--- src/design/smpq_pkg.sv ---
// ----------------------------------------------------------------------------
// smpq_pkg: shared types for the sorted-chain priority queue
// Entry layout, operation codes and the command bus broadcast to every cell.
// ----------------------------------------------------------------------------
`timescale 1ns / 1ps
`default_nettype none

package smpq_pkg;

  localparam int unsigned VALUE_W = 32;
  localparam int unsigned RANK_W  = 8;

  typedef logic [VALUE_W-1:0] value_t;
  typedef logic [RANK_W-1:0]  rank_t;

  // Operation codes carried on opcode_i
  localparam logic OP_PUSH = 1'b0;
  localparam logic OP_POP  = 1'b1;

  typedef struct packed {
    value_t value;
    rank_t  rank;
  } entry_t;

  // Command broadcast along the chain; push and pop are already qualified
  typedef struct packed {
    logic   push;
    logic   pop;
    entry_t entry;
  } cmd_t;

endpackage : smpq_pkg

`default_nettype wire

--- src/design/smpq_cell.sv ---
// ----------------------------------------------------------------------------
// smpq_cell: one slot of the sorted priority chain
// Holds one entry, compares it with the pushed rank and shifts with neighbors.
// ----------------------------------------------------------------------------
`timescale 1ns / 1ps
`default_nettype none

module smpq_cell #(
  parameter int unsigned IDX   = 0,
  parameter int unsigned CNT_W = 5
) (
  input  wire logic                clk_i,
  input  wire smpq_pkg::cmd_t      cmd_i,
  input  wire logic [CNT_W-1:0]    occ_i,
  input  wire smpq_pkg::entry_t    left_entry_i,
  input  wire logic                left_gt_i,
  input  wire smpq_pkg::entry_t    right_entry_i,
  output      smpq_pkg::entry_t    entry_o,
  output      logic                gt_o
);
  import smpq_pkg::*;

  entry_t entry_q, entry_d;
  logic   occupied;

  assign occupied = CNT_W'(IDX) < occ_i;
  // Strictly greater: equal ranks stay ahead of the new entry
  assign gt_o     = occupied && (entry_q.rank > cmd_i.entry.rank);
  assign entry_o  = entry_q;

  always_comb begin
    entry_d = entry_q;
    if (cmd_i.push) begin
      if (left_gt_i) begin
        entry_d = left_entry_i;
      end else if (!occupied || gt_o) begin
        entry_d = cmd_i.entry;
      end
    end else if (cmd_i.pop) begin
      entry_d = right_entry_i;
    end
  end

  always_ff @(posedge clk_i) begin
    entry_q <= entry_d;
  end

endmodule : smpq_cell

`default_nettype wire

--- src/design/stable_min_priority_queue_core.sv ---
// ----------------------------------------------------------------------------
// stable_min_priority_queue_core: bounded min-priority queue, stable on ties
// Sorted chain of cells; the smallest rank sits in cell 0 (the head).
// ----------------------------------------------------------------------------
// Usage:
//   Input channel (in_valid_i / in_stall_o) carries one operation per
//   transaction: opcode_i selects push (with entry_value_i, entry_rank_i) or
//   pop of the head. Output channel (out_valid_o / out_stall_i) returns one
//   result transaction per operation: head entry after the operation (zero
//   when empty), is_empty_o, is_full_o and op_error_o.
//   The result is valid in the cycle after the input is accepted.
//   Throughput: one operation per cycle while out_stall_i is low; every cell
//   updates in parallel, the comparison against the pushed rank being done
//   locally in each cell and the shift being a one-step move to a neighbor.
//   A push to a full queue is rejected and a pop from an empty queue leaves
//   the queue unchanged; both raise op_error_o.
//   Reset clears the occupancy, the output valid and the error flag; slot
//   contents are not reset and are never shown before they are written.
//   While the receiver stalls, the pending result holds and in_stall_o is
//   raised, so no new operation is taken until the result is drained (a new
//   operation may be taken in the same cycle the old result leaves).
// ----------------------------------------------------------------------------
`timescale 1ns / 1ps
`default_nettype none

module stable_min_priority_queue_core #(
  parameter int unsigned CAPACITY = 16
) (
  input  wire logic               clk_i,
  input  wire logic               rst_ni,
  input  wire logic               in_valid_i,
  output      logic               in_stall_o,
  input  wire logic               opcode_i,
  input  wire logic signed [31:0] entry_value_i,
  input  wire logic [7:0]         entry_rank_i,
  output      logic               out_valid_o,
  input  wire logic               out_stall_i,
  output      logic signed [31:0] head_value_o,
  output      logic [7:0]         head_rank_o,
  output      logic               is_empty_o,
  output      logic               is_full_o,
  output      logic               op_error_o
);
  import smpq_pkg::*;

  localparam int unsigned CNT_W = $clog2(CAPACITY + 1);

  logic [CNT_W-1:0] occ_q, occ_d;
  logic             out_valid_q;
  logic             op_error_q, op_error_d;
  logic             accept;
  logic             empty, full;
  cmd_t             cmd;

  entry_t entry_w [CAPACITY];
  logic   gt_w    [CAPACITY];

  // Hold the input while a result still waits at the output
  assign in_stall_o = out_valid_q && out_stall_i;
  assign accept     = in_valid_i && !in_stall_o;

  assign empty = (occ_q == '0);
  assign full  = (occ_q == CNT_W'(CAPACITY));

  // Qualify the operation: drop a push when full and a pop when empty
  always_comb begin
    cmd.entry.value = value_t'(entry_value_i);
    cmd.entry.rank  = entry_rank_i;
    cmd.push        = accept && (opcode_i == OP_PUSH) && !full;
    cmd.pop         = accept && (opcode_i == OP_POP) && !empty;
  end

  always_comb begin
    occ_d      = occ_q;
    op_error_d = op_error_q;
    if (accept) begin
      op_error_d = !(cmd.push || cmd.pop);
      if (cmd.push) begin
        occ_d = occ_q + CNT_W'(1);
      end else if (cmd.pop) begin
        occ_d = occ_q - CNT_W'(1);
      end
    end
  end

  // Chain of cells: each looks at its left neighbor on push, right on pop
  for (genvar i = 0; i < CAPACITY; i++) begin : g_cell
    entry_t left_entry, right_entry;
    logic   left_gt;

    if (i == 0) begin : g_first
      assign left_entry = '0;
      assign left_gt    = 1'b0;
    end else begin : g_mid_l
      assign left_entry = entry_w[i-1];
      assign left_gt    = gt_w[i-1];
    end

    if (i == CAPACITY - 1) begin : g_last
      assign right_entry = '0;
    end else begin : g_mid_r
      assign right_entry = entry_w[i+1];
    end

    smpq_cell #(
      .IDX   (i),
      .CNT_W (CNT_W)
    ) u_cell (
      .clk_i         (clk_i),
      .cmd_i         (cmd),
      .occ_i         (occ_q),
      .left_entry_i  (left_entry),
      .left_gt_i     (left_gt),
      .right_entry_i (right_entry),
      .entry_o       (entry_w[i]),
      .gt_o          (gt_w[i])
    );
  end

  always_ff @(posedge clk_i or negedge rst_ni) begin
    if (!rst_ni) begin
      occ_q       <= '0;
      out_valid_q <= 1'b0;
      op_error_q  <= 1'b0;
    end else begin
      occ_q      <= occ_d;
      op_error_q <= op_error_d;
      if (accept) begin
        out_valid_q <= 1'b1;
      end else if (!out_stall_i) begin
        out_valid_q <= 1'b0;
      end
    end
  end

  // The queue state only moves on an accepted transaction, so the result
  // reads straight from the head cell and the occupancy
  assign out_valid_o  = out_valid_q;
  assign head_value_o = empty ? '0 : $signed(entry_w[0].value);
  assign head_rank_o  = empty ? '0 : entry_w[0].rank;
  assign is_empty_o   = empty;
  assign is_full_o    = full;
  assign op_error_o   = op_error_q;

endmodule : stable_min_priority_queue_core

`default_nettype wire

--- config.mk ---
export PLATFORM = sky130hd
export DESIGN_NAME = stable_min_priority_queue_core
export DESIGN_NICKNAME = d
export VERILOG_FILES = /design/src/design/smpq_pkg.sv /design/src/design/smpq_cell.sv /design/src/design/stable_min_priority_queue_core.sv
export SDC_FILE = /design/constraint.sdc
export NUM_CORES = 2
export LEC_CHECK = 0
export BUFFER_PORTS_ARGS = -buffer_cell sky130_fd_sc_hd__buf_2
export CAP_MARGIN = 5
export CORE_AREA = 5 5 259 261
export CTS_CLUSTER_DIAMETER = 200
export DETAILED_ROUTE_END_ITERATION = 8
export DIE_AREA = 0 0 264 266
export GPL_TIMING_DRIVEN = 0
export PLACE_DENSITY = 0.76
export RECOVER_POWER = 50
export SYNTH_ARGS = -nofsm -noshare
export SYNTH_HDL_FRONTEND = slang
export SYNTH_SLANG_ARGS = --single-unit
--- constraint.sdc ---
create_clock -name clk_i -period 3.96 [get_ports clk_i]
set_input_delay 0.792 -clock clk_i [delete_from_list [all_inputs] [get_ports clk_i]]
set_output_delay 0.792 -clock clk_i [all_outputs]
set_load 0.05 [all_outputs]
==> summary.txt <==
Run status
  – Run status: finished with violations
  – Violations in the final reports: setup timing

Worst setup path
  – CP Data Arrival Time: approximately 4.3 ns
  – Worst Path Max Fanout: 20
  – Cells on worst reg2reg path: 10
  – Cell class contributing the biggest share of worst-path delay: compound AO/OA/AOI/OAI gates
  – Series of cell instances along the critical path: buf_2 -> inv_1 -> ha_1 -> nor2b_1 -> o211ai_1 -> a211oi_2 -> clkbuf_1 -> nor3_2 -> a31oi_4
  – Max incr delay on CP: between 0.7 and 0.8 ns
  – Critical path buffers and inverters: 3
  – Crit path depth: 9
  – Standard cell with the maximum stage delay on the critical path: sky130_fd_sc_hd__a31oi_4
  – Nature of the critical path startpoint: input port
  – Critical path capture point type: register
  – Critical path class: in2reg
  – Worst Path Required: between 4 and 5 ns

STA
  – Time the worst path needs with I/O delays and setup: about 4 ns
  – Final Cycle Share: 101.5%
  – Post-route clock skew: 0.01724 ns
  – Final Hold Viols: 0
  – Post-route setup TNS: -1.987 ns
  – RSZ-0062 raised after global routing: yes
  – Smallest setup slack after layout: -0.05838 ns
  – Hold_ws: about 0.11 ns
  – Maximum achievable frequency: 248.9 MHz
  – Slew headroom: 35.31%
  – Worst Tran Pin Value: between 0.9 and 1 ns
  – Count of final setup violators: 41
  – Number of pins exceeding their max-slew limit in the final report: 0

Yosys
  – Post-synthesis register bit count: 647
  – Post-synth top area share: a little over half
  – Library cells used by synthesis: 62
  – Most area-consuming cells after synthesis: sky130_fd_sc_hd__edfxtp_1 (53%), sky130_fd_sc_hd__o211ai_1 (11%), sky130_fd_sc_hd__nand2_1 (7.9%), sky130_fd_sc_hd__nand4_1 (6.5%), sky130_fd_sc_hd__ha_1 (4.5%)
  – Most used standard cells in the synthesized netlist: sky130_fd_sc_hd__nand2_1 (763), sky130_fd_sc_hd__edfxtp_1 (640), sky130_fd_sc_hd__o211ai_1 (554)
  – Number of standard cells after synthesis: between 3k and 4k
  – Fraction of the yosys area taken by sequential cells: a little over half
  – Avg Synthesized Cell Area: roughly 11 µm²
  – Main flop type after synthesis: sky130_fd_sc_hd__edfxtp_1
  – EDFF count, synth: 640
  – Number of nets in the synthesized netlist: about 3.6k
  – Netlist Area Pre-Place: roughly 36000 µm²
  – Fraction of registers with async set/reset: between 1 and 1.5%
  – Most common cell in the netlist: sky130_fd_sc_hd__nand2_1
  – Largest area contributor in the netlist: sky130_fd_sc_hd__edfxtp_1
  – Syn. warnings: 0

Die
  – Boundary pin count: 90
  – Initial Utilization: a little under three fifths
  – Number of cell rows: 93
  – Die boundary width: ~260 µm
  – Die Y: between 200 and 300 µm
  – Die area: around 70000 µm²
  – Placeable core region: 64230 µm²

Final layout
  – Number of antenna repair diodes: 0
  – Non-Filler Instances: approximately 4.5k
  – Final design area excluding fillers: 40700 µm²
  – Area grow syn2layout: 11.90%
  – Final net count: ~3.8k
  – Final standard cell utilization of the core: 63.36%
  – Layout cell share with drive strength beyond 1: 9.259%
  – Fill cell count: 5274

Power
  – Worst vdd ir: 318.7 µV
  – Leakage component of the power: 13.96 nW
  – Sum of internal, switching and leakage power: approximately 23 mW
  – Areal power density over the cells: approximately 570 nW/µm²

Global route
  – First-pass GRT wire length: around 170000 µm
  – Vias in the first global route: between 20k and 30k
  – GRT overflow: 0
  – Antenna violations before repair: 2
  – Global-route total usage across every layer: 31.31%
  – Largest net degree at the start of global routing: 34

Clock tree
  – Clock-pin slew of the registers on the worst-case setup and hold paths: 0.06 ns
  – Cts bufs inserted: 70
  – Clk Tree Root Cell: sky130_fd_sc_hd__clkbuf_16
  – Buffers from clock root to sink, at most: 3
  – Clock H-tree levels: 3
  – Post-CTS Setup Bufs: 0
  – Clock Latency Late Sink: 0.62 ns
  – CTS Hold Bufs: 0
  – Clock tree from TritonCTS: done
  – Number of sinks handled by clock tree synthesis: around 650

Placed design
  – Port Buffers: 88
  – HPWL Detailed: ~90000 µm
  – Total placed cells including tap cells: 4410
  – Weighted congestion at the end of routability-driven global placement: approximately 0.95
  – Worst slack at placement: -1.031 ns
  – Cell area reported after detailed placement: roughly 38000 µm²

Run
  – Number of max-capacitance violations reported: 0

Detailed routing
  – DR iter-0 viols: 3754
  – Antenna violation net count after detailed routing: 0
  – Total number of vias: about 30k
  – DRT Pass-1 Iters: 6
  – Total Wirelength: 113400 µm
  – Wirelength per Cell: 25.00 µm
  – Remaining DRCs: 0
  – Ratio of routed vias to standard cells: approximately 6.7

Min path
  – Min-Delay Path Class: in2async
## state kept, by name, summed over array words and instances (netlist names)
signal	cells
op_error_o	1
out_valid_o	1
occ_q	5
g_cell.u_cell.entry_o	640
## report_power, final
part	total, mW	internal (mW)	switching [mW]	leakage, nW
Sequential	9.70	9.05	0.646	6.20
Combinational	6.93	1.88	5.05	6.64
Clock	6.59	3.84	2.75	1.12
## placed cells by master (no fill, tap or decap), types with 30 or more instances in the layout
cell type / synthesis / layout
sky130_fd_sc_hd__clkbuf_16: 0 / 71
sky130_fd_sc_hd__nand2_1: 763 / 763
sky130_fd_sc_hd__ha_1: 132 / 132
sky130_fd_sc_hd__o2111ai_1: 160 / 160
sky130_fd_sc_hd__or3_1: 45 / 45
sky130_fd_sc_hd__a21oi_1: 33 / 30
sky130_fd_sc_hd__nand4_1: 380 / 380
sky130_fd_sc_hd__clkbuf_1: 268 / 312
sky130_fd_sc_hd__buf_2: 124 / 149
sky130_fd_sc_hd__mux2i_1: 41 / 41
sky130_fd_sc_hd__edfxtp_1: 640 / 640
sky130_fd_sc_hd__clkbuf_2: 0 / 34
sky130_fd_sc_hd__o211ai_1: 554 / 554
sky130_fd_sc_hd__o21ai_0: 30 / 30
sky130_fd_sc_hd__nor2b_1: 54 / 54
## cell type report
class                      count  area, µm²  share of cell area (%)
sequential                   647      19390                   47.65
multi-input combinational   2377      15490                   38.05
clock buffer                  86       1843                   4.528
buffer                       403       1659                   4.076
tap                          855       1070                   2.628
timing repair buffer         102      711.9                   1.749
clock inverter                40      415.4                   1.021
inverter                      28      120.1                  0.2951
## cell families (layout without fill, tap and decap cells)
kind of cell / count (synthesis) / count (layout) / share of synthesized area [%]
fa+ha+maj: 132 / 132 / 4.541
flops: 647 / 647 / 53.32
simple gates: 1328 / 1328 / 17.71
buf+inv: 431 / 659 / 4.937
compound gates: 869 / 871 / 18.25
xor+xnor: 5 / 5 / 0.1204
mux: 41 / 41 / 1.128
## worst reg2reg max path, delay by kind of cell, from the launching register on
family,cells,cell delay [ns]
adders and majority gates,1,0.26
buffers and inverters,5,2.15
AOI/OAI and AO/OA,2,0.40
DFF,1,0.40
and+or+nand+nor,2,0.60
## timing repair
item                       CTS  global route
setup endpoints to repair  233           147
pin swaps                    2             0
resized for setup            6             8
gates cloned                 2             0
## final timing paths
kind                                                 end  slack, ns            start
max                        g_cell[11].u_cell.entry_o[15]      -0.06  entry_rank_i[1]
min                                             occ_q[3]       0.11           rst_ni
max reg2reg                 g_cell[4].u_cell.entry_o[29]      -0.01         occ_q[1]
min reg2reg                                   op_error_o       0.49       op_error_o
max in group asynchronous                    out_valid_o       3.51           rst_ni
min in group clk_i                           out_valid_o       0.43       in_valid_i
## metal layers
metal | track usage, % | wire length (µm) | up-vias
met5 | 0 | 12 | -
met4 | 14.71 | 5732 | 2
met3 | 4.599 | 10120 | 303
met2 | 51.91 | 53200 | 1614
met1 | 41.04 | 44360 | 14255
li1 | - | - | 14032
Note: power is estimated with default switching activity, not from simulation.
